$ cat config.mk
export PLATFORM = sky130hd
export DESIGN_NAME = averaged_level_hysteresis_counter_flat
export DESIGN_NICKNAME = d
export VERILOG_FILES = /design/src/rtl/alhc_pkg.sv /design/src/rtl/alhc_if.sv /design/src/rtl/averaged_level_hysteresis_counter.sv /design/src/flat_wrapper.sv
export SDC_FILE = /design/constraint.sdc
export NUM_CORES = 1
export LEC_CHECK = 0
export ABC_CLOCK_PERIOD_IN_PS = 5210
export BUFFER_PORTS_ARGS = -buffer_cell sky130_fd_sc_hd__buf_4
export CAP_MARGIN = 20
export CORE_MARGIN = 2
export CORE_UTILIZATION = 51
export DETAILED_ROUTE_END_ITERATION = 7
export PLACE_DENSITY = 0.68
export SYNTH_ARGS = -nofsm -noshare
export SYNTH_HDL_FRONTEND = slang
export SYNTH_SLANG_ARGS = --single-unit
$ cat constraint.sdc
create_clock -name clk -period 5.21 [get_ports clk]
set_clock_uncertainty 0.15 [all_clocks]
set_input_delay 0.521 -clock clk [delete_from_list [all_inputs] [get_ports clk]]
set_output_delay 0.521 -clock clk [all_outputs]
set_load 0.01 [all_outputs]
$ cat src/rtl/alhc_pkg.sv
// ----------------------------------------------------------------------------
// alhc_pkg
// Shared constants and types for the averaged level hysteresis counter:
// threshold width, reset values and configuration register indexes.
// ----------------------------------------------------------------------------
package alhc_pkg;

    localparam int THRESH_BITS    = 10;
    localparam int CFG_INDEX_BITS = 1;

    typedef logic [THRESH_BITS-1:0]    thresh_t;
    typedef logic [CFG_INDEX_BITS-1:0] cfg_index_t;

    localparam cfg_index_t REG_EMPTY_THRESHOLD = 1'd0;
    localparam cfg_index_t REG_FULL_THRESHOLD  = 1'd1;

    localparam thresh_t EMPTY_THRESHOLD_RESET = 10'd200;
    localparam thresh_t FULL_THRESHOLD_RESET  = 10'd900;

endpackage

$ cat src/rtl/alhc_if.sv
// ----------------------------------------------------------------------------
// alhc_if
// Valid/ready channels of the averaged level hysteresis counter: one for
// input items, one for results.
// ----------------------------------------------------------------------------
interface alhc_in_if #(
    parameter int SAMPLE_BITS = 10,
    parameter int COUNT_BITS  = 16
);
    logic                   valid;
    logic                   ready;
    logic                   mode;
    logic [SAMPLE_BITS-1:0] sample;
    logic [COUNT_BITS-1:0]  new_count;

    modport source (output valid, output mode, output sample, output new_count, input ready);
    modport sink   (input valid, input mode, input sample, input new_count, output ready);
endinterface

interface alhc_out_if #(
    parameter int SAMPLE_BITS = 10,
    parameter int COUNT_BITS  = 16
);
    logic                   valid;
    logic                   ready;
    logic [SAMPLE_BITS-1:0] average;
    logic                   armed;
    logic [COUNT_BITS-1:0]  event_count;
    logic                   new_event;

    modport source (output valid, output average, output armed, output event_count,
                    output new_event, input ready);
    modport sink   (input valid, input average, input armed, input event_count,
                    input new_event, output ready);
endinterface

$ cat src/rtl/averaged_level_hysteresis_counter.sv
// ----------------------------------------------------------------------------
// averaged_level_hysteresis_counter
// Moving average over the last WINDOW samples with a hysteresis flag and a
// saturating refill counter.
//
// Usage:
//   item   : input channel. mode 0 transfers a sensor sample, mode 1 loads
//            the event counter with new_count (load zero to clear it).
//   result : one transfer per item: average, armed flag, event count and a
//            new_event strobe.
//   cfg    : write port for empty_threshold (index 0) and full_threshold
//            (index 1); write only while the block is idle.
//   A sample passes these steps before the next input slot frees: the oldest
//   sample is read from the ring memory as the item is taken, the sum is
//   updated and the ring written, the radix-4 divider forms sum / fill count,
//   and the thresholds are applied. A load item goes straight to the
//   last step. The result register is filled in that last step.
//   If the result is stalled, the block holds the finished item until the
//   register frees. After reset the ring is empty, the counter, flag and
//   average are zero, and the thresholds are 200 and 900.
// ----------------------------------------------------------------------------
module averaged_level_hysteresis_counter #(
    parameter int WINDOW      = 20,
    parameter int SAMPLE_BITS = 10,
    parameter int COUNT_BITS  = 16
) (
    input  logic                          clk,
    input  logic                          rst_n,
    alhc_in_if.sink                       item,
    alhc_out_if.source                    result,
    input  logic                          cfg_we,
    input  alhc_pkg::cfg_index_t          cfg_index,
    input  alhc_pkg::thresh_t             cfg_data
);

    localparam int FILL_BITS = $clog2(WINDOW + 1);
    localparam int SLOT_BITS = (WINDOW > 1) ? $clog2(WINDOW) : 1;
    localparam int SUM_BITS  = SAMPLE_BITS + FILL_BITS;
    localparam int QW        = SAMPLE_BITS + (SAMPLE_BITS % 2);
    localparam int STEPS     = QW / 2;
    localparam int STEP_BITS = $clog2(STEPS);
    localparam int CMP_BITS  = (SAMPLE_BITS > alhc_pkg::THRESH_BITS) ?
                               SAMPLE_BITS : alhc_pkg::THRESH_BITS;

    localparam logic [1:0] ST_IDLE = 2'd0;
    localparam logic [1:0] ST_READ = 2'd1;
    localparam logic [1:0] ST_DIV  = 2'd2;
    localparam logic [1:0] ST_DONE = 2'd3;

    // ring memory
    logic [SAMPLE_BITS-1:0] sample_ring [WINDOW];
    logic [SAMPLE_BITS-1:0] rd_data_reg;

    // control state
    logic [1:0]             state_reg, state_next;
    logic [SLOT_BITS-1:0]   slot_reg, slot_next;
    logic [FILL_BITS-1:0]   fill_reg, fill_next;
    logic [SUM_BITS-1:0]    sum_reg, sum_next;
    logic                   armed_reg, armed_next;
    logic [COUNT_BITS-1:0]  count_reg, count_next;
    logic [SAMPLE_BITS-1:0] avg_reg, avg_next;
    logic [STEP_BITS-1:0]   step_reg, step_next;
    alhc_pkg::thresh_t      empty_thr_reg, empty_thr_next;
    alhc_pkg::thresh_t      full_thr_reg, full_thr_next;
    logic                   out_valid_reg, out_valid_next;

    // payload
    logic                   mode_reg, mode_next;
    logic [SAMPLE_BITS-1:0] sample_reg, sample_next;
    logic [COUNT_BITS-1:0]  load_reg, load_next;
    logic [FILL_BITS-1:0]   rem_reg, rem_next;
    logic [QW-1:0]          quo_reg, quo_next;
    logic [SAMPLE_BITS-1:0] out_avg_reg, out_avg_next;
    logic                   out_armed_reg, out_armed_next;
    logic [COUNT_BITS-1:0]  out_count_reg, out_count_next;
    logic                   out_event_reg, out_event_next;

    // datapath
    logic                   ring_full;
    logic                   ring_we;
    logic [SUM_BITS-1:0]    sum_upd;
    logic [SUM_BITS-1:0]    sum_hi;
    logic [FILL_BITS:0]     t1, t2, d_ext;
    logic                   ge1, ge2;
    logic [FILL_BITS:0]     r1;
    logic [FILL_BITS:0]     r2;
    logic                   out_free;
    logic [CMP_BITS-1:0]    avg_cmp, empty_cmp, full_cmp;
    logic                   event_hit;

    assign ring_full = (fill_reg == FILL_BITS'(WINDOW));
    assign ring_we   = (state_reg == ST_READ);
    assign out_free  = !out_valid_reg || result.ready;

    assign sum_upd = sum_reg - (ring_full ? SUM_BITS'(rd_data_reg) : '0)
                     + SUM_BITS'(sample_reg);
    assign sum_hi  = sum_upd >> QW;

    // two restoring steps per cycle
    assign d_ext = {1'b0, fill_reg};
    assign t1    = {rem_reg, quo_reg[QW-1]};
    assign ge1   = (t1 >= d_ext);
    assign r1    = ge1 ? (t1 - d_ext) : t1;
    assign t2    = {r1[FILL_BITS-1:0], quo_reg[QW-2]};
    assign ge2   = (t2 >= d_ext);
    assign r2    = ge2 ? (t2 - d_ext) : t2;

    assign avg_cmp   = CMP_BITS'(quo_reg[SAMPLE_BITS-1:0]);
    assign empty_cmp = CMP_BITS'(empty_thr_reg);
    assign full_cmp  = CMP_BITS'(full_thr_reg);

    always_comb
    begin
        state_next     = state_reg;
        slot_next      = slot_reg;
        fill_next      = fill_reg;
        sum_next       = sum_reg;
        armed_next     = armed_reg;
        count_next     = count_reg;
        avg_next       = avg_reg;
        step_next      = step_reg;
        empty_thr_next = empty_thr_reg;
        full_thr_next  = full_thr_reg;
        out_valid_next = out_valid_reg;
        mode_next      = mode_reg;
        sample_next    = sample_reg;
        load_next      = load_reg;
        rem_next       = rem_reg;
        quo_next       = quo_reg;
        out_avg_next   = out_avg_reg;
        out_armed_next = out_armed_reg;
        out_count_next = out_count_reg;
        out_event_next = out_event_reg;
        event_hit      = 1'b0;

        if (cfg_we)
        begin
            unique case (cfg_index)
                alhc_pkg::REG_EMPTY_THRESHOLD: empty_thr_next = cfg_data;
                alhc_pkg::REG_FULL_THRESHOLD:  full_thr_next  = cfg_data;
            endcase
        end

        if (out_valid_reg && result.ready)
        begin
            out_valid_next = 1'b0;
        end

        unique case (state_reg)
            ST_IDLE:
            begin
                if (item.valid)
                begin
                    mode_next   = item.mode;
                    sample_next = item.sample;
                    load_next   = item.new_count;
                    state_next  = item.mode ? ST_DONE : ST_READ;
                end
            end
            ST_READ:
            begin
                sum_next  = sum_upd;
                fill_next = ring_full ? fill_reg : fill_reg + 1'b1;
                slot_next = (slot_reg == SLOT_BITS'(WINDOW - 1)) ? '0 : slot_reg + 1'b1;
                rem_next  = sum_hi[FILL_BITS-1:0];
                quo_next  = QW'(sum_upd);
                step_next = STEP_BITS'(STEPS - 1);
                state_next = ST_DIV;
            end
            ST_DIV:
            begin
                rem_next = r2[FILL_BITS-1:0];
                quo_next = {quo_reg[QW-3:0], ge1, ge2};
                step_next = step_reg - 1'b1;
                if (step_reg == '0)
                begin
                    state_next = ST_DONE;
                end
            end
            ST_DONE:
            begin
                if (out_free)
                begin
                    if (mode_reg)
                    begin
                        count_next = load_reg;
                    end
                    else
                    begin
                        avg_next = quo_reg[SAMPLE_BITS-1:0];
                        priority if (!armed_reg && (avg_cmp < empty_cmp))
                        begin
                            armed_next = 1'b1;
                        end
                        else if (armed_reg && (avg_cmp >= full_cmp))
                        begin
                            armed_next = 1'b0;
                            if (count_reg != '1)
                            begin
                                count_next = count_reg + 1'b1;
                                event_hit  = 1'b1;
                            end
                        end
                    end
                    out_valid_next = 1'b1;
                    out_avg_next   = avg_next;
                    out_armed_next = armed_next;
                    out_count_next = count_next;
                    out_event_next = event_hit;
                    state_next     = ST_IDLE;
                end
            end
        endcase
    end

    always_ff @(posedge clk or negedge rst_n)
    begin
        if (!rst_n)
        begin
            state_reg     <= ST_IDLE;
            slot_reg      <= '0;
            fill_reg      <= '0;
            sum_reg       <= '0;
            armed_reg     <= 1'b0;
            count_reg     <= '0;
            avg_reg       <= '0;
            step_reg      <= '0;
            empty_thr_reg <= alhc_pkg::EMPTY_THRESHOLD_RESET;
            full_thr_reg  <= alhc_pkg::FULL_THRESHOLD_RESET;
            out_valid_reg <= 1'b0;
        end
        else
        begin
            state_reg     <= state_next;
            slot_reg      <= slot_next;
            fill_reg      <= fill_next;
            sum_reg       <= sum_next;
            armed_reg     <= armed_next;
            count_reg     <= count_next;
            avg_reg       <= avg_next;
            step_reg      <= step_next;
            empty_thr_reg <= empty_thr_next;
            full_thr_reg  <= full_thr_next;
            out_valid_reg <= out_valid_next;
        end
    end

    always_ff @(posedge clk)
    begin
        mode_reg      <= mode_next;
        sample_reg    <= sample_next;
        load_reg      <= load_next;
        rem_reg       <= rem_next;
        quo_reg       <= quo_next;
        out_avg_reg   <= out_avg_next;
        out_armed_reg <= out_armed_next;
        out_count_reg <= out_count_next;
        out_event_reg <= out_event_next;
    end

    // ring: one write port, registered read of the oldest entry
    always_ff @(posedge clk)
    begin
        if (ring_we)
        begin
            sample_ring[slot_reg] <= sample_reg;
        end
        rd_data_reg <= sample_ring[slot_reg];
    end

    assign item.ready         = (state_reg == ST_IDLE);
    assign result.valid       = out_valid_reg;
    assign result.average     = out_avg_reg;
    assign result.armed       = out_armed_reg;
    assign result.event_count = out_count_reg;
    assign result.new_event   = out_event_reg;

endmodule

$ cat src/flat_wrapper.sv
// flat-port wrapper written by rule: the top's interface ports become plain ports
module averaged_level_hysteresis_counter_flat 
#(
    parameter int WINDOW      = 20,
    parameter int SAMPLE_BITS = 10,
    parameter int COUNT_BITS  = 16
)
  (clk, rst_n, cfg_we, cfg_index, cfg_data, item_valid, item_mode, item_sample, item_new_count, item_ready, result_valid, result_average, result_armed, result_event_count, result_new_event, result_ready);
  alhc_in_if #(.SAMPLE_BITS(SAMPLE_BITS), .COUNT_BITS(COUNT_BITS)) item_i ();
  alhc_out_if #(.SAMPLE_BITS(SAMPLE_BITS), .COUNT_BITS(COUNT_BITS)) result_i ();
  input  logic clk;
  input  logic rst_n;
  input  logic cfg_we;
  input  alhc_pkg::cfg_index_t cfg_index;
  input  alhc_pkg::thresh_t cfg_data;
  input wire logic [$bits(item_i.valid)-1:0] item_valid;
  input wire logic [$bits(item_i.mode)-1:0] item_mode;
  input wire logic [$bits(item_i.sample)-1:0] item_sample;
  input wire logic [$bits(item_i.new_count)-1:0] item_new_count;
  output wire logic [$bits(item_i.ready)-1:0] item_ready;
  output wire logic [$bits(result_i.valid)-1:0] result_valid;
  output wire logic [$bits(result_i.average)-1:0] result_average;
  output wire logic [$bits(result_i.armed)-1:0] result_armed;
  output wire logic [$bits(result_i.event_count)-1:0] result_event_count;
  output wire logic [$bits(result_i.new_event)-1:0] result_new_event;
  input wire logic [$bits(result_i.ready)-1:0] result_ready;
  assign item_i.valid = item_valid;
  assign item_i.mode = item_mode;
  assign item_i.sample = item_sample;
  assign item_i.new_count = item_new_count;
  assign item_ready = item_i.ready;
  assign result_valid = result_i.valid;
  assign result_average = result_i.average;
  assign result_armed = result_i.armed;
  assign result_event_count = result_i.event_count;
  assign result_new_event = result_i.new_event;
  assign result_i.ready = result_ready;
  averaged_level_hysteresis_counter #(.WINDOW(WINDOW), .SAMPLE_BITS(SAMPLE_BITS), .COUNT_BITS(COUNT_BITS)) u_core (.clk(clk), .rst_n(rst_n), .item(item_i), .result(result_i), .cfg_we(cfg_we), .cfg_index(cfg_index), .cfg_data(cfg_data));
endmodule
# Word level (Yosys, flattened, before mapping)
# Memories as Yosys holds them, arrays and structs flattened. A register that Yosys moved wholly into a read port is not among the register bits.
# Cells that the tools add are included.
# classes
n_mux	26
order_cmp	4
n_reduce_logical	16
n_eq_ne	9
add_sub_neg	8
bitwise_logic	3
# op_table
operator	count
16-bit 2-to-1 mux	4
10-bit 2-to-1 mux	2
10-bit one-hot mux with 2 select lines	1
16-bit by 1-bit adder with 16-bit output, second input constant	1
16-bit inequality test, second input constant	1
15-bit by 10-bit adder with 15-bit output	1
5-bit 2-to-1 mux	3
15-bit subtractor	1
6-bit by 5-bit greater-or-equal comparator with 1-bit output	2
5-bit by 1-bit adder with 5-bit output, second input constant	2
5-bit == test, second input constant	2
10-bit greater-or-equal comparator	1
10-bit less-than comparator	1
5-bit one-hot mux with 2 select lines	1
2-bit AND reduction	5
5-bit subtractor	2
1-bit 2-to-1 mux	9
2-bit 2-to-1 mux	4
2-bit one-hot mux with 4 select lines	1
3-bit one-hot mux with 2 select lines	1
2-bit == test, second input constant	2
2-bit by 1-bit inequality test with 1-bit output, second input constant	2
1-bit logical AND	3
3-bit logical NOT	1
10 further kinds	13
# word_totals
output_inout_bits	30
ram_bits	200
input_bits	43
regBits	148
n_memories	1
wordCells	87
# memory_table
memory	words	word_bits	read_ports	rd_clocked_by_memory_dff	write_ports	line_no	rtl
u_core.sample_ring	20	10	1	1	1	averaged_level_hysteresis_counter.sv:51	logic [SAMPLE_BITS-1:0] sample_ring [WINDOW];

# Depth between registers and ports, before layout
# logic_depth
depth_word	5
ltp_mapped	17
mapped_depth_nobuf	16

# Least setup slack after synthesis
# OpenSTA, ideal clock, no wires.
# synth_path
path_type	register to register
start	reg u_core.quo_reg[9], in the netlist u_core.avg_cmp[9]
end	reg u_core.rem_reg[2], data pin
path_slack_ns	0.960
t_arrival_ns	3.840
synth_period_minus_slack_ns	4.250
path_buffers	0
path_stages_with_launch	16
required_ns	4.800
setup_ns	0.260
cell_sequence	edfxtp_1 inv_1 ha_1 inv_1 fa_1 a21o_1 a22o_1 nor2b_1 mux2i_1 ha_1 a21o_1 a21oi_1 nor2_1 a2111oi_4 mux2_2 mux2_2
# synth_via
elab_chain_len	5
word_cells_on_any_way	7
classes_between	2 x add/sub; 2 x order compare; 3 x mux
# synth_lines
item	line_no	rtl
from (decl)	averaged_level_hysteresis_counter.sv:72	logic [QW-1:0] quo_reg, quo_next;
from (signal assigned)	averaged_level_hysteresis_counter.sv:254	quo_reg <= quo_next;
5-bit subtractor or 6-bit by 5-bit greater-or-equal comparator with 1-bit output (tied branches)	averaged_level_hysteresis_counter.sv:103, averaged_level_hysteresis_counter.sv:102	
5-bit 2-to-1 mux *	averaged_level_hysteresis_counter.sv:103	assign r1 = ge1 ? (t1 - d_ext) : t1;
5-bit subtractor or 6-bit by 5-bit greater-or-equal comparator with 1-bit output (tied branches)	averaged_level_hysteresis_counter.sv:106, averaged_level_hysteresis_counter.sv:105	
5-bit 2-to-1 mux *	averaged_level_hysteresis_counter.sv:106	assign r2 = ge2 ? (t2 - d_ext) : t2;
5-bit one-hot mux with 2 select lines *	averaged_level_hysteresis_counter.sv:149	unique case (state_reg)
named net u_core.rem_next[2]	averaged_level_hysteresis_counter.sv:71	logic [FILL_BITS-1:0] rem_reg, rem_next;
to (signal assigned)	averaged_level_hysteresis_counter.sv:253	rem_reg <= rem_next;
to (decl)	averaged_level_hysteresis_counter.sv:71	
# The timed path passes the listed nets; every way through them passes the cells marked *.
# A chain may end at the register's enable or synchronous reset.

# Worst setup path after layout
# Same ends and word-level chain as after synthesis.

==> key figures <==
CTS
  – Clock slew at reported path FFs: 0.06 ns
  – Root buf cell: clkbuf_16
  – Post-CTS Setup Bufs: 0
  – Cts bufs inserted: 38
  – Clock latency on the worst-skew pair: 0.52 ns
  – H-Tree Depth: 2
  – Clock buffer depth: 3
  – Clock Sinks: 358
  – CTS tree: built

Final layout
  – Top reg by flops: u_core.sample_ring
  – Diodes inserted: 0
  – Share of layout cells above drive strength 1: 20.8%
  – Area grow syn2layout: 13.6%
  – Post-route cell area: 18800 um2
  – Max reg flops: 200
  – Nets@finish: 1377

Power
  – Leakage power: 7.08 nW
  – Pwr per Cell Area: 637 nW/um2
  – VDD IR max: 0.346 mV

Critical path
  – Startpoint types: flip-flop
  – CP Max Fanout: 5
  – CP required: 5.32 ns
  – Crit end category: flip-flop
  – Critical Path AT: 4.51 ns
  – Setup CP Type: flip-flop to flip-flop
  – R2R Path Start: u_core.avg_cmp[9]
  – Worst Setup SP: u_core.avg_cmp[9]

Routing
  – Routed via count: 9897
  – DRT Pass-1 Iters: 5
  – DR DRC count: 0
  – Avg WL per Cell: 20.6 um
  – Vias/cell: 5.84
  – Routed wire length: 34800 um
  – Drt initial violations: 731
  – Routed Antenna Nets: 0

Timing
  – Final setup TNS: 0 ns
  – Worst Slack Setup Final: 0.811 ns
  – Achievable Freq: 227 MHz
  – Final hold vios: 0
  – Worst-Margin Slew: 1.05 ns
  – Final setup vio count: 0
  – RSZ-0062 raised after global routing: no
  – Tmin final: 4.40 ns
  – Max-slew headroom: 29.6%
  – Period utilization: 84.4%
  – Slew Viols, Final: 0

Place
  – GP Congestion: 0.860
  – PortBufs: 72
  – Dpl ws: 0.788 ns
  – Placed inst area: 17500 um2
  – Final HPWL DP: 22900 um

GRT
  – GRT Overall Usage: 21.1%
  – Number of global-route vias before repair: 9950
  – First-pass GRT wire length: 54400 um
  – Pin count of the biggest net entering global routing: 60
  – Global route overflow: 0
  – Initial antenna violation count: 0

Synth
  – Yosys reg bits: 358
  – Mean Syn Cell Area: 14.0 um2
  – Post-Syn Nets: 1291
  – Register area share after synthesis: 62.1%
  – Yosys cell types: 75
  – Syn Inst Count: 1179
  – Mapped Area: 16500 um2
  – Post-synth EDFFs: 270
  – Predominant post-synthesis flop cell: edfxtp_1
  – Share of async-settable or async-resettable flops after synthesis: 21.8%
  – Yosys warns: 0

Floorplanning
  – DIE WIDTH: 184 um
  – Row count: 65
  – Die Y: 184 um
  – Die area: 33900 um2
  – Io pins: 73
  – Initial core utilization: 52.2%
  – Core area: 31700 um2

Hold path
  – Min-delay src: item_new_count[8]
  – Hold crit path type: primary input to flip-flop

Flow run
  – Max Cap Violations: 0

Status
  – Status: complete, no violations
through the flow:
step | power [mW] | utilization [%] | hold slack (ns) | cells
2_1_floorplan | 7.93 | - | 0.0754 | 1179
3_3_place_gp | 9.20 | 55.3 | 0.334 | 1623
3_5_place_dp | 9.31 | 55.3 | 0.338 | 1623
4_1_cts | 12.0 | 59.2 | 0.00532 | 1691
5_1_grt | 12.7 | 59.3 | 0.00747 | 1694
6_report | 12.0 | 59.3 | 0.0222 | 1694
logic make-up after synthesis:
kind of cell	after synthesis	share of synthesized area (%)
DFF	358	62.1
and+or+nand+nor	291	8.70
AOI/OAI and AO/OA	176	7.53
buffers and inverters	145	3.43
muxes	116	11.2
adders and majority gates	69	5.76
xor gates and xnor gates	24	1.27
Yosys cell counts (all sizes together), types with 21 or more instances:
| library cell | n | area, um2 |
|---|---|---|
| nor2 | 55 | 206 |
| o21ai | 45 | 225 |
| nor3 | 23 | 115 |
| mux2i | 26 | 260 |
| a21oi | 34 | 170 |
| dfrtp | 71 | 1780 |
| mux2 | 38 | 428 |
| mux4 | 52 | 1170 |
| nand2 | 94 | 353 |
| edfxtp | 270 | 8110 |
| ha | 57 | 713 |
| inv | 95 | 357 |
| nand3 | 21 | 110 |
| clkbuf | 36 | 135 |
final cells by class:
cell class                 count  area [um2]
multi-input combinational    676        5710
tap                          402         503
sequential                   358       10300
timing repair buffer          95         716
clock inverter                25         267
fill                        2452       12900
clock buffer                  42         966
inverter                      96         360
final timing paths:
check | end | slack [ns] | cells after the start
min reg2reg | u_core.fill_reg[4] | 0.35 | 1
max in group asynchronous | u_core.full_cmp[7] | 3.52 | 3
max | u_core.rem_reg[2] | 0.81 | 15
max reg2reg | u_core.rem_reg[2] | 0.81 | 15
min in group asynchronous | u_core.empty_cmp[0] | 0.46 | 2
min | u_core.load_reg[8] | 0.02 | 1
routing by layer:
layer	routed length, um	vias up	track usage (%)
li1	-	4611	-
met1	14900	4952	28.0
met2	17300	252	35.5
met3	1380	82	2.90
met4	1210	0	7.97
met5	0	-	0
repair_timing:
action,in CTS,in global routing
resized for setup,0,0
endpoints found under the hold margin,47,0
hold buffers,1,0
worst max-delay path, stage by stage, from the launching register on:
cell and delay, ns:
edfxtp_1 0.41, inv_1 0.12, ha_1 0.18, inv_1 0.05
fa_1 0.39, a21o_1 0.20, a22o_1 0.21, nor2b_1 0.34
mux2i_1 0.42, ha_1 0.32, a21o_1 0.18, a21oi_1 0.14
nor2_1 0.09, a2111oi_4 0.30, mux2_2 0.38, mux2_2 0.26
power breakdown:
| group | total (mW) | leakage [nW] | internal, mW | switching (mW) |
|---|---|---|---|---|
| registers | 4.34 | 3.45 | 3.81 | 0.528 |
| clock network | 2.68 | 0.602 | 1.59 | 1.09 |
| logic | 4.94 | 3.03 | 2.20 | 2.74 |
| total | 12.0 | 7.08 | 7.60 | 4.36 |
cell usage in the layout (no fill, tap or decap), types with 12 or more instances in the layout:
master / Yosys / routed
mux4_2: 52 / 52
edfxtp_1: 270 / 270
clkbuf_16: 0 / 38
inv_1: 95 / 94
nand2_1: 94 / 94
nand3_1: 20 / 20
mux2_2: 38 / 38
nor2_1: 55 / 55
buf_4: 1 / 94
fa_1: 12 / 12
and3_1: 17 / 17
nor3_1: 23 / 23
mux2i_1: 26 / 26
dfrtp_1: 71 / 69
nand4_1: 14 / 14
o21ai_0: 45 / 45
and2_1: 15 / 15
xnor2_1: 17 / 17
a221o_1: 12 / 12
a21oi_1: 34 / 34
ha_1: 57 / 57
Note: power is estimated with default switching activity, not from simulation.
